==> src/rtl/gel_pkg.sv <==
`timescale 1ns / 1ps
// ----------------------------------------------------------------------------
// Edge residual loss package
// Shared widths, codes and control structures of the edge residual loss block.
// ----------------------------------------------------------------------------
package gel_pkg;

  localparam int unsigned LANES  = 3;
  localparam int unsigned KIND_W = 2;
  localparam int unsigned IDX_W  = 12;
  localparam int unsigned POS_W  = 24;
  localparam int unsigned REST_W = 25;
  localparam int unsigned RES_W  = 26;
  localparam int unsigned MAG_W  = 25;
  localparam int unsigned SQ_W   = 50;
  localparam int unsigned LOSS_W = 51;
  localparam int unsigned ACC_W  = 32;
  localparam int unsigned SUM_W  = 34;

  localparam logic signed [ACC_W-1:0] ACC_MAX = 32'sh7fff_ffff;
  localparam logic signed [ACC_W-1:0] ACC_MIN = 32'sh8000_0000;

  typedef enum logic [KIND_W-1:0] {
    KIND_REST = 2'd0,
    KIND_LOSS = 2'd1,
    KIND_GRAD = 2'd2,
    KIND_READ = 2'd3
  } kind_e;

  typedef enum logic {
    SORT_LOSS = 1'b0,
    SORT_GRAD = 1'b1
  } sort_e;

  typedef enum logic [1:0] {
    ACC_CLEAR = 2'd0,
    ACC_SUB   = 2'd1,
    ACC_ADD   = 2'd2
  } acc_op_e;

  typedef struct packed {
    logic    d_en;
    logic    rest_wr;
    logic    rest_rd;
    logic    rest_ok;
    logic    res_en;
    logic    sq_en;
    logic    acc_rd;
    logic    acc_wr;
    acc_op_e acc_op;
  } lane_cmd_t;

  typedef struct packed {
    logic  load;
    sort_e sort;
    logic  grad_ok;
  } merge_cmd_t;

endpackage

==> src/rtl/gel_merge.sv <==
`timescale 1ns / 1ps
// ----------------------------------------------------------------------------
// Edge residual loss merge
// Gathers the three lane results into one result beat and holds it in the
// output register until it is taken.
// ----------------------------------------------------------------------------
module gel_merge (
  input  logic                              clk_i,
  input  logic                              rst_ni,
  input  gel_pkg::merge_cmd_t               cmd_i,
  input  logic        [gel_pkg::SQ_W-1:0]   sq_i   [gel_pkg::LANES],
  input  logic signed [gel_pkg::ACC_W-1:0]  grad_i [gel_pkg::LANES],
  output logic                              out_free_o,
  output logic                              out_valid_o,
  input  logic                              out_ready_i,
  output logic                              result_sort_o,
  output logic        [gel_pkg::LOSS_W-1:0] loss_o [gel_pkg::LANES],
  output logic signed [gel_pkg::ACC_W-1:0]  grad_o [gel_pkg::LANES]
);

  logic                              valid_q, valid_d;
  logic                              sort_q;
  logic        [gel_pkg::LOSS_W-1:0] loss_q [gel_pkg::LANES];
  logic signed [gel_pkg::ACC_W-1:0]  grad_q [gel_pkg::LANES];

  assign out_free_o = !valid_q || out_ready_i;

  always_comb begin
    valid_d = valid_q;
    if (cmd_i.load) begin
      valid_d = 1'b1;
    end else if (out_ready_i) begin
      valid_d = 1'b0;
    end
  end

  always_ff @(posedge clk_i or negedge rst_ni) begin
    if (!rst_ni) begin
      valid_q <= 1'b0;
    end else begin
      valid_q <= valid_d;
    end
  end

  always_ff @(posedge clk_i) begin
    if (cmd_i.load) begin
      sort_q <= cmd_i.sort;
      for (int i = 0; i < gel_pkg::LANES; i++) begin
        loss_q[i] <= (cmd_i.sort == gel_pkg::SORT_LOSS) ?
                     gel_pkg::LOSS_W'(sq_i[i]) : '0;
        grad_q[i] <= ((cmd_i.sort == gel_pkg::SORT_GRAD) && cmd_i.grad_ok) ?
                     grad_i[i] : '0;
      end
    end
  end

  assign out_valid_o   = valid_q;
  assign result_sort_o = sort_q;
  assign loss_o        = loss_q;
  assign grad_o        = grad_q;

endmodule
==> config.mk <==
export PLATFORM = sky130hd
export DESIGN_NAME = gel_merge
export DESIGN_NICKNAME = d
export VERILOG_FILES = /design/src/rtl/gel_pkg.sv /design/src/rtl/gel_merge.sv
export SDC_FILE = /design/constraint.sdc
export NUM_CORES = 1
export LEC_CHECK = 0
export BUFFER_PORTS_ARGS = -buffer_cell sky130_fd_sc_hd__buf_2
export CORE_AREA = 2 2 196 198
export CTS_CLUSTER_SIZE = 24
export DETAILED_ROUTE_END_ITERATION = 7
export DIE_AREA = 0 0 198 200
export PLACE_DENSITY = 0.62
export SYNTH_ARGS = -nofsm -noshare
export SYNTH_HDL_FRONTEND = slang
export SYNTH_SLANG_ARGS = --single-unit
export TNS_END_PERCENT = 10
==> constraint.sdc <==
create_clock -name clk_i -period 0.8 [get_ports clk_i]
set_input_delay 0.08 -clock clk_i [delete_from_list [all_inputs] [get_ports clk_i]]
set_output_delay 0.08 -clock clk_i [all_outputs]
set_load 0.01 [all_outputs]
# After elaboration in Yosys (flattened, before gate mapping)
# Cells that the tools add are included.
op_classes:
  n_mux: 2
  n_reduce_logical: 4
ops:
  columns: ["cell", "n"]
  rows:
  - ["$mux 1", 2]
  - ["$reduce_bool 2->1", 1]
  - ["$logic_and 1x1->1", 1]
  - ["$logic_not 1->1", 1]
  - ["$logic_or 1x1->1", 1]
totals:
  register_bits: 251
  word_cells: 17

# Depth between registers and ports, before layout
# Gate-level depths: netlist of run 1.
logic_depth:
  ltp_word: 2
  ltp_mapped: 3
  depth_no_buf: 2

# Worst setup path before layout of run 1
# OpenSTA, ideal clock, no wires.
synth_timing:
  path_type: "input port to flip-flop"
  startpoint: "input port cmd_i[1] (netlist bit)"
  endpoint: "register grad_q, in the netlist grad_o[0], data pin"
  setup_time_ps: 255
  t_arrival_ps: 520
  t_required_ps: 545
  path_slack_ps: 25
  stages: 3
  path_buffers: 2
  path_cell_list: "buf_2 -> buf_2 -> and3_1"
synth_via:
  elab_chain_len: 1
synth_lines:
  columns: ["item", "line_no", "source"]
  rows:
  - ["from (decl)", "gel_merge.sv:10", "input gel_pkg::merge_cmd_t cmd_i,"]
  - ["$logic_and 1x1->1", "gel_merge.sv:51", "grad_q[i] <= ((cmd_i.sort == gel_pkg::SORT_GRAD) && cmd_i.grad_ok) ?"]
  - ["to (signal, indexed assignment)", "gel_merge.sv:51", null]
  - ["to (decl)", "gel_merge.sv:24", "logic signed [gel_pkg::ACC_W-1:0] grad_q [gel_pkg::LANES];"]
# No other way between the ends.
# A chain may end at the register's enable or synchronous reset.

# Worst setup path in the final report of run 1
layout_timing:
  startpoint: "register grad_q, in the netlist grad_o[69]"
  endpoint: "output port grad_o[69] (netlist bit)"
layout_rtl:
  columns: ["item", "line_no", "source"]
  rows:
  - ["to (decl)", "gel_merge.sv:18", "output logic signed [gel_pkg::ACC_W-1:0] grad_o [gel_pkg::LANES]"]
# No word-level cell between the ends.

==> qor.txt, run 1 <==
most instantiated library cell after synthesis -> edfxtp_1
cell taking the most area after synthesis -> edfxtp_1
later-pin clock latency in the skew report -> 520 ps
Setup CP Type -> reg -> out
RSZ-0062 raised after global routing -> yes
Total GRT Usage -> 14.4%
slowest CP cell -> edfxtp_1
Worst setup SP type -> register
Final WS setup -> -514 ps
failing checks -> setup timing
slowest stage delay, CP -> 490 ps
Area Overhead vs Synth -> 75.3%
Num CTS Buffers -> 26
clk sinks -> 248
CTS max path bufs -> 3
Max Clk Rate -> 761 MHz
Die ar. -> 0.0396 mm²
Required @ worst endpoint -> 720 ps
post-synthesis register bit count -> 248
Overall Power -> 0.0320 W
area of the mapped netlist -> 0.00920 mm²
Crit path max-delay family -> flip-flops
status -> finished, violations left
Vias/cell -> 4.04
setup TNS -> -82,910 ps
share of layout cells above drive strength 1 -> 43.5%
area of the multi-input gates -> 0.00156 mm²
PwrDens -> 1980 mW/mm²
worst path cell trace -> buf_2
Initial Util -> 24.6%
DR pass1 iterations -> 6
CTS tree -> yes
first-pass GRT wire length -> 43,500 µm
met3 Use GR -> 5.61%
Clock Pin Slew Worst Setup and Hold Paths -> 60 ps
Cells after Synth -> 537
Port Buffers -> 500
# fillers -> 3,298
crit-path max FO -> 1
Final Instance Count excl. Fillers -> 1,859
H-tree levels -> 1
number of synthesized flops with an enable pin -> 247
Core Box Area -> 0.0374 mm²
clock skew -> 0 ps
Final #Nets -> 1,581
n_diodes -> 0
largest net degree at the start of global routing -> 61
Rows -> 71
Cell Count Post-Placement -> 1,558
root cell of the clock tree -> clkbuf_16
DRC -> 0
Design Area, Final -> 0.0161 mm²
antenna-violating nets left -> 0
violation count after the first detailed-route iteration -> 206
Die Y -> 200 µm
Synth area leaders -> edfxtp_1, nor2b_1, and3_1
WL final -> 30,900 µm
Final Hold Violating Endpoints -> 0
placed cell area -> 0.0127 mm²
ys async rst share -> 0.403%
Critical Path AT -> 1230 ps
FF/Latch Area -> 0.00744 mm²
Final period util -> 164%
Peak VDD IR -> 1.52 mV
commonest cells in the netlist -> edfxtp_1, nor2b_1, and3_1
WP buf/inv -> 1
Max Cap Viol -> 0
met2 Track Usage GR -> 25.9%
die extent in x -> 198 µm
post-synth top area share -> 80.6%
worst min path class -> in -> reg
synth unique cells -> 9
GRT Max-Usage Layer -> met2
routability cong. -> 0.822
WL/cell -> 16.6 µm
Vias -> 7,508
initial antenna violation count -> 2
Most used DFF post-synth -> edfxtp_1
synth warn -> 0
IO Pins -> 504
vias in the first global route -> 8,020
Leak Pwr -> 7.02 nW
Final Max Tran Viols -> 0
crit path capture type -> output pin
post-route minimum period -> 1310 ps
final setup vio count -> 250
Mean Syn Cell Area -> 17.1 µm²
Seq/Total Area, Yosys -> 80.9%
Hold Buf Count CTS -> 252
M1 GR Usage -> 15.1%
Overflow after GRT -> 0
dpl hpwl -> 20,500 µm
cells in the final DEF (no fill, tap or decap), types with 2 or more instances in the layout:
cell / count
edfxtp_1: 247
clkbuf_16: 27
and3_1: 96
clkinv_2: 5
bufinv_16: 2
dlygate4sd3_1: 251
buf_4: 37
clkinv_1: 4
buf_6: 17
buf_12: 12
clkbuf_1: 7
buf_2: 483
nand2b_1: 2
conb_1: 3
nor2b_1: 150
metrics by stage:
stage               hold WS (ps)  util (%)  worst slack (ps)
detailed placement          -142      33.9              -135
floorplan                   -216         -              24.6
finish                      12.8      43.1              -514
global route               -2.20      43.1              -535
CTS                         -116      42.9              -564
global placement            -145      33.9              -131
registers in the layout (all words and copies together), names as in the netlist:
signal / flops
out_valid_o: 1
loss_o: 150
result_sort_o: 1
grad_o: 96
timing repair:
| item | CTS | global route |
|---|---|---|
| endpoints found under the setup margin | 249 | 387 |
| setup buffers | 1 | 1 |
| endpoints found under the hold margin | 261 | 1 |
| resized for setup | 8 | 17 |
| cloned | 0 | 0 |
| pin swaps | 0 | 0 |
layout make-up:
type / instances / area share [%]
Sequential cell: 248 / 46.1
Tap cell: 511 / 3.96
Clock inverter: 13 / 0.721
Timing Repair Buffer: 802 / 35.1
Multi-Input combinational cell: 251 / 9.69
Clock buffer: 34 / 4.35
metal layers:
| layer | vias to the layer above | part of all wire (%) |
|---|---|---|
| li1 | 3532 | - |
| met1 | 3522 | 36 |
| met2 | 387 | 50 |
| met3 | 63 | 9.8 |
| met4 | 4 | 3.5 |
| met5 | - | 0.097 |
final timing paths:
path | slack [ps] | start | depth (start not counted) | to
max | -510 | grad_o[69] | 1 | grad_o[69]
min | 10 | out_ready_i | 5 | out_valid_o
max reg2reg | -20 | out_valid_o | 4 | out_valid_o
min reg2reg | 750 | out_valid_o | 4 | out_valid_o
max in group asynchronous | 270 | rst_ni | 3 | out_valid_o
min in group asynchronous | 420 | rst_ni | 3 | out_valid_o
report_power, final:
group | switching, W | internal [W] | total, W
Sequential | 0.000298 | 0.0154 | 0.0157
Clock | 0.00497 | 0.00681 | 0.0118
Combinational | 0.00207 | 0.00245 | 0.00452
Total | 0.00734 | 0.0246 | 0.0320
cell families (layout without fill, tap and decap cells):
logic type             count (synthesis)  in the layout  synth area share [%]
buffers and inverters                 40            849                  2.19
other                                  1              3                0.0408
flip-flops                           248            248                  80.9
AND/OR/NAND/NOR                      248            248                  16.9
Power figures use the tool's default switching activity.
==> inputs of run 2 (changes only) <==
--- a/config.mk
+++ b/config.mk
@@ -6,10 +6,10 @@
 export NUM_CORES = 1
 export LEC_CHECK = 0
 export BUFFER_PORTS_ARGS = -buffer_cell sky130_fd_sc_hd__buf_2
-export CORE_AREA = 2 2 196 198
+export CORE_AREA = 2 2 197 199
 export CTS_CLUSTER_SIZE = 24
 export DETAILED_ROUTE_END_ITERATION = 7
-export DIE_AREA = 0 0 198 200
+export DIE_AREA = 0 0 199 201
 export PLACE_DENSITY = 0.62
 export SYNTH_ARGS = -nofsm -noshare
 export SYNTH_HDL_FRONTEND = slang
==> run 2 against run 1 <==
Net effect:
- the flow finishes with violations (hold timing, setup timing)
- combinational power fell by 2%
- worst hold slack got worse by 99 ps
- first-iteration DRC count grew 35%
- core utilization fell by 1.1 points
- sequential power is essentially flat
- global-route usage about the same
- critical endpoint is now loss_o[104]
==> qor.txt, run 2 (synthesized netlist as in run 1, its figures left out) <==
worst min path class -> in -> reg
Final Instance Count excl. Fillers -> 1,861 (+0.11%)
DRC -> 0 (unchanged)
Required @ worst endpoint -> 720 ps (about the same)
Clock Pin Slew Worst Setup and Hold Paths -> 60 ps (about the same)
commonest non-fill, non-tap cell in the layout -> buf_2
dpl ws -> -151 ps (-16.1 ps)
WL final -> 30,400 µm (-1.5%)
Net Sw Power -> 0.00734 W (about the same)
slowest stage delay, CP -> 470 ps (-20 ps)
routability cong. -> 0.807 (-1.8%)
clock skew -> 0 ps (unchanged)
PwrDens -> 1970 mW/mm² (-0.55%)
crit-path max FO -> 1 (unchanged)
crit path capture type -> output pin
Max Clk Rate -> 782 MHz (+2.7%)
Rows -> 72 (+1.4%)
Fin Hold WS -> -86.5 ps (-99.3 ps)
Worst setup SP type -> register
die extent in x -> 199 µm (+0.51%)
initial antenna violation count -> 0 (-2)
first-pass GRT wire length -> 44,300 µm (+1.9%)
WP buf/inv -> 1 (unchanged)
area of the multi-input gates -> 0.00156 mm² (unchanged)
antenna-violating nets left -> 0 (unchanged)
failing checks -> hold timing, setup timing
Setup CP Type -> reg -> out
vias in the first global route -> 8,164 (+1.8%)
Overall Power -> 0.0316 W (-1.2%)
relative slew slack -> 66.1%
clk sinks -> 248 (unchanged)
Hold Buf Count CTS -> 249 (-1.2%)
n_diodes -> 0 (unchanged)
WL/cell -> 16.3 µm (-1.6%)
Comb pwr share -> 14.1% (about the same)
# fillers -> 3,446 (+4.5%)
Total GRT Usage -> 14.4% (about the same)
flip-flop count of the largest register after layout -> 150 (unchanged)
sequential share of power -> 49.6% (+0.6 points)
Final Hold Violating Endpoints -> 1 (+1)
Port Buffers -> 500 (unchanged)
Die ar. -> 0.0400 mm² (+1.0%)
status -> finished, violations left
Final period util -> 160% (-4.3 points)
DR pass1 iterations -> 4 (-2)
largest net degree at the start of global routing -> 69 (+13%)
violation count after the first detailed-route iteration -> 278 (+35%)
worst path cell trace -> buf_2
Crit path max-delay family -> flip-flops
Max Cap Viol -> 0 (unchanged)
Die Y -> 201 µm (+0.50%)
Final Util -> 42.0% (-1.1 points)
Cell Count Post-Placement -> 1,562 (+0.26%)
Peak VDD IR -> 1.43 mV (-5.9%)
Leak Pwr -> 6.97 nW (-0.71%)
RSZ-0062 raised after global routing -> yes
later-pin clock latency in the skew report -> 540 ps (+20 ps)
dpl hpwl -> 20,200 µm (-1.2%)
Area Overhead vs Synth -> 74.1%
internal power -> 0.0242 W (-1.6%)
Vias/cell -> 4.03 (-0.16%)
CTS max path bufs -> 3 (unchanged)
CTS tree -> yes
Final WS setup -> -479 ps (+34.1 ps)
Critical Path AT -> 1200 ps (-30 ps)
Final Max Tran Viols -> 0 (unchanged)
slowest CP cell -> edfxtp_1
Core Box Area -> 0.0381 mm² (+1.9%)
H-tree levels -> 1 (unchanged)
Num CTS Buffers -> 27 (+3.8%)
IO Pins -> 504 (unchanged)
final setup vio count -> 255 (+2.0%)
Overflow after GRT -> 0 (unchanged)
share of layout cells above drive strength 1 -> 43.4% (-0.062 points)
root cell of the clock tree -> clkbuf_16
worst-margin pin slew -> 509 ps
Initial Util -> 24.1% (-0.46 points)
post-route minimum period -> 1280 ps (-34.1 ps)
Vias -> 7,504 (-0.053%)
clock group share of total power -> 36.3% (-0.5 points)
switching part of the total -> 23.2% (+0.30 points)
FF/Latch Area -> 0.00744 mm² (unchanged)
commonest cells after routing, fill and taps aside -> buf_2, dlygate4sd3_1, edfxtp_1
Final #Nets -> 1,575 (-0.38%)
==> run 2: power by group through the flow <==
| stage | sequential (W) | combinational (W) | clock (W) |
|---|---|---|---|
| final | 0.0157 | 0.00445 | 0.0115 |
| after global routing | 0.0158 | 0.00479 | 0.0122 |
| after CTS | 0.0157 | 0.00439 | 0.0117 |
| after detailed placement | 0.0159 | 0.00340 | 0 |
| after global placement | 0.0159 | 0.00338 | 0 |
| after floorplan | 0.0165 | 0.000599 | 0 |
==> run 2: repair_timing <==
item                                   CTS  global route
endpoints found under the hold margin  252             1
pin swaps                                0             0
gates resized for setup                  5            13
setup endpoints to repair              249           260
buffers inserted                         1             0
==> run 2: final timing paths <==
kind	depth (start not counted)	to	from	slack [ps]
min in group asynchronous	3	out_valid_o	rst_ni	410
max reg2reg	3	out_valid_o	out_valid_o	80
min reg2reg	3	out_valid_o	out_valid_o	620
max in group asynchronous	3	out_valid_o	rst_ni	290
min	4	out_valid_o	out_ready_i	-90
max	1	loss_o[104]	loss_o[104]	-480
==> run 2: tightest hold or removal path, stage by stage <==
cell	delay [ps]
buf_2	80
nand2b_1	110
buf_4	110
nand2b_1	40
==> run 2: cell type report <==
class                           instances  area share, %
Clock buffer                           30           4.29
Clock inverter                         19          0.719
Multi-Input combinational cell        251           9.76
Sequential cell                       248           46.5
Tap cell                              518           4.05
Timing Repair Buffer                  795           34.7
==> run 2: routing by layer <==
metal	vias to the layer above	part of all wire [%]	track usage (%)	wire (µm)
met2	365	50	26.3	15300
li1	3519	-	-	-
met3	59	8.3	3.97	2530
met1	3561	38	15.5	11500
met5	-	0	0	0
met4	0	3.4	5.81	1030
==> run 2: through the flow <==
stage | cell area [µm²] | setup TNS (ps)
after floorplan | 9210 | 0
after global placement | 12600 | -41480
after detailed placement | 12600 | -44880
after CTS | 16000 | -92900
after global routing | 16000 | -95620
final | 16000 | -83680
==> inputs of run 3 (changes only) <==
--- a/config.mk
+++ b/config.mk
@@ -5,8 +5,9 @@
 export SDC_FILE = /design/constraint.sdc
 export NUM_CORES = 1
 export LEC_CHECK = 0
-export BUFFER_PORTS_ARGS = -buffer_cell sky130_fd_sc_hd__buf_2
+export BUFFER_PORTS_ARGS = -buffer_cell sky130_fd_sc_hd__buf_4
 export CORE_AREA = 2 2 197 199
+export CTS_BUF_LIST = sky130_fd_sc_hd__clkbuf_2 sky130_fd_sc_hd__clkbuf_4 sky130_fd_sc_hd__clkbuf_8
 export CTS_CLUSTER_SIZE = 24
 export DETAILED_ROUTE_END_ITERATION = 7
 export DIE_AREA = 0 0 199 201
==> run 3 against run 2 <==
Net effect:
- the run still ends with hold timing, setup timing left
- non-clock buffer count rose by 8
- final area is 15% higher
- clock skew did not move
- combinational power rose by 34%
- count of clock-buffer cells in the layout grew 30
- first-iteration DRC count decreased by 1.8%
- clock power increased by 7%
- sequential power hardly changed
- worst hold slack better by 86 ps
- die area is the same
- cell count up 2.3%
- global-route usage increased by 1.5 points
- highest routed layer is now met5
==> qor.txt, run 3 (synthesized netlist as in run 1, its figures left out) <==
H-tree levels -> 2 (+1)
Final #Nets -> 1,600 (+1.6%)
Max Cap Viol -> 0 (unchanged)
Peak VDD IR -> 1.79 mV (+25%)
Worst setup SP type -> register
Critical Path AT -> 1210 ps (about the same)
IO Pins -> 504 (unchanged)
Final WS setup -> -495 ps (-15.5 ps)
Required @ worst endpoint -> 720 ps (about the same)
Overall Power -> 0.0342 W (+8.2%)
met3 wire length -> 3130 µm (+24%)
relative slew slack -> 64.5% (-1.6 points)
clk sinks -> 248 (unchanged)
vias in the first global route -> 8,369 (+2.5%)
DR pass1 iterations -> 4 (unchanged)
flip-flop count of the largest register after layout -> 150 (unchanged)
Num CTS Buffers -> 44 (+63%)
initial antenna violation count -> 4 (+4)
failing checks -> hold timing, setup timing
DRC -> 0 (unchanged)
Vias -> 7,761 (+3.4%)
die extent in x -> 199 µm (unchanged)
Max Clk Rate -> 772 MHz (-1.2%)
commonest non-fill, non-tap cell in the layout -> buf_4
routability cong. -> 0.780 (-3.3%)
dpl hpwl -> 20,800 µm (+3.1%)
Leak Pwr -> 7.88 nW (+13%)
max layer used -> met5
# fillers -> 3,145 (-8.7%)
Final Instance Count excl. Fillers -> 1,904 (+2.3%)
later-pin clock latency in the skew report -> 570 ps (+30 ps)
worst min path class -> in -> reg
violation count after the first detailed-route iteration -> 273 (-1.8%)
Overflow after GRT -> 0 (unchanged)
Rows -> 72 (unchanged)
Final Hold Violating Endpoints -> 1 (unchanged)
root cell of the clock tree -> clkbuf_8
PwrDens -> 1860 mW/mm² (-5.6%)
RSZ-0062 raised after global routing -> yes
share of layout cells above drive strength 1 -> 44.4% (+0.99 points)
met1 WL -> 12,600 µm (+9.5%)
commonest cells after routing, fill and taps aside -> buf_4, dlygate4sd3_1, edfxtp_1
final setup vio count -> 311 (+22%)
setup TNS -> -95,790 ps (-12,100 ps)
antenna-violating nets left -> 0 (unchanged)
largest net degree at the start of global routing -> 61 (-12%)
Initial Util -> 24.1% (unchanged)
Final Util -> 48.2% (+6.2 points)
Clock Pin Slew Worst Setup and Hold Paths -> 60 ps (about the same)
Final Max Tran Viols -> 0 (unchanged)
WL final -> 33,800 µm (+11%)
Core Box Area -> 0.0381 mm² (unchanged)
crit path capture type -> output pin
Vias/cell -> 4.08 (+1.1%)
crit-path max FO -> 2 (+1)
worst-margin pin slew -> 532 ps (+23.4 ps)
CTS max path bufs -> 3 (unchanged)
CTS tree -> yes
Die Y -> 201 µm (unchanged)
status -> finished, violations left
Area Overhead vs Synth -> 99.6%
Die ar. -> 0.0400 mm² (unchanged)
met2 WL -> 17,000 µm (+11%)
Port Buffers -> 500 (unchanged)
clock skew -> 0 ps (unchanged)
post-route minimum period -> 1290 ps (+15.5 ps)
Final period util -> 162% (+1.9 points)
WL/cell -> 17.8 µm (+8.8%)
Total GRT Usage -> 15.9% (+1.5 points)
Setup CP Type -> reg -> out
Fin Hold WS -> -0.798 ps (+85.7 ps)
first-pass GRT wire length -> 47,700 µm (+7.6%)
Cell Count Post-Placement -> 1,557 (-0.32%)
run 3: cell count changes in the layout (fill, tap and decap cells not counted), moves of 8 or more:
cell            before  now
buf_2              486    0
buf_6               14  240
clkbuf_16           27    0
buf_4               35  286
clkbuf_4             0   15
dlymetal6s4s_1       1    9
clkbuf_8             0   45
run 3: path summary, 6_finish.rpt:
kind / start / to / slack [ps] / cells past startpoint
min in group asynchronous: rst_ni / out_valid_o / 350 / 3
max in group asynchronous: rst_ni / out_valid_o / 340 / 3
hold reg to reg: out_valid_o / out_valid_o / 790 / 4
setup reg to reg: out_valid_o / out_valid_o / -70 / 4
setup / recovery: out_valid_o / out_free_o / -490 / 2
hold / removal: out_ready_i / out_valid_o / -0.8 / 5
run 3: through the flow:
stage	setup WS [ps]	instance area [µm²]
6_report	-495	18400
4_1_cts	-580	18100
2_1_floorplan	24.6	9210
5_1_grt	-586	18400
3_3_place_gp	-104	13900
3_5_place_dp	-121	13900
run 3: area by class of cell:
cell class	count	area, µm²	share of cell area [%]
repair buffers	803	7790	42.4
flip-flops and latches	248	7440	40.5
multi-input cells	251	1570	8.54
clock buffers	60	732	3.99
well taps	518	648	3.53
clock inverters	21	171	0.933
diodes	3	7.51	0.0409
run 3: metal layers:
metal	up-vias	global-route usage (%)
li1	3585	-
met2	404	27.5
met5	-	0
met4	2	6.93
met1	3694	17.0
met3	76	6.28
run 3: power breakdown:
group / leakage [nW] / total, W / switching [W] / internal [W]
clock network: 0.472 / 0.0123 / 0.00536 / 0.00691
logic: 5.02 / 0.00598 / 0.00220 / 0.00378
registers: 2.38 / 0.0159 / 0.000501 / 0.0154
total: 7.88 / 0.0342 / 0.00805 / 0.0261
run 3: timing repair:
| item | 4_1_cts | 5_1_grt |
|---|---|---|
| endpoints found under the hold margin | 272 | 2 |
| pin swaps | 0 | 0 |
| endpoints found under the setup margin | 249 | 328 |
| gates resized for setup | 172 | 80 |
| hold buffers | 260 | 1 |
| setup buffers | 1 | 1 |
run 3: critical path: stages (launching register included):
cell and delay (ps):
dfrtp_1 400, nand2b_1 110, buf_4 130
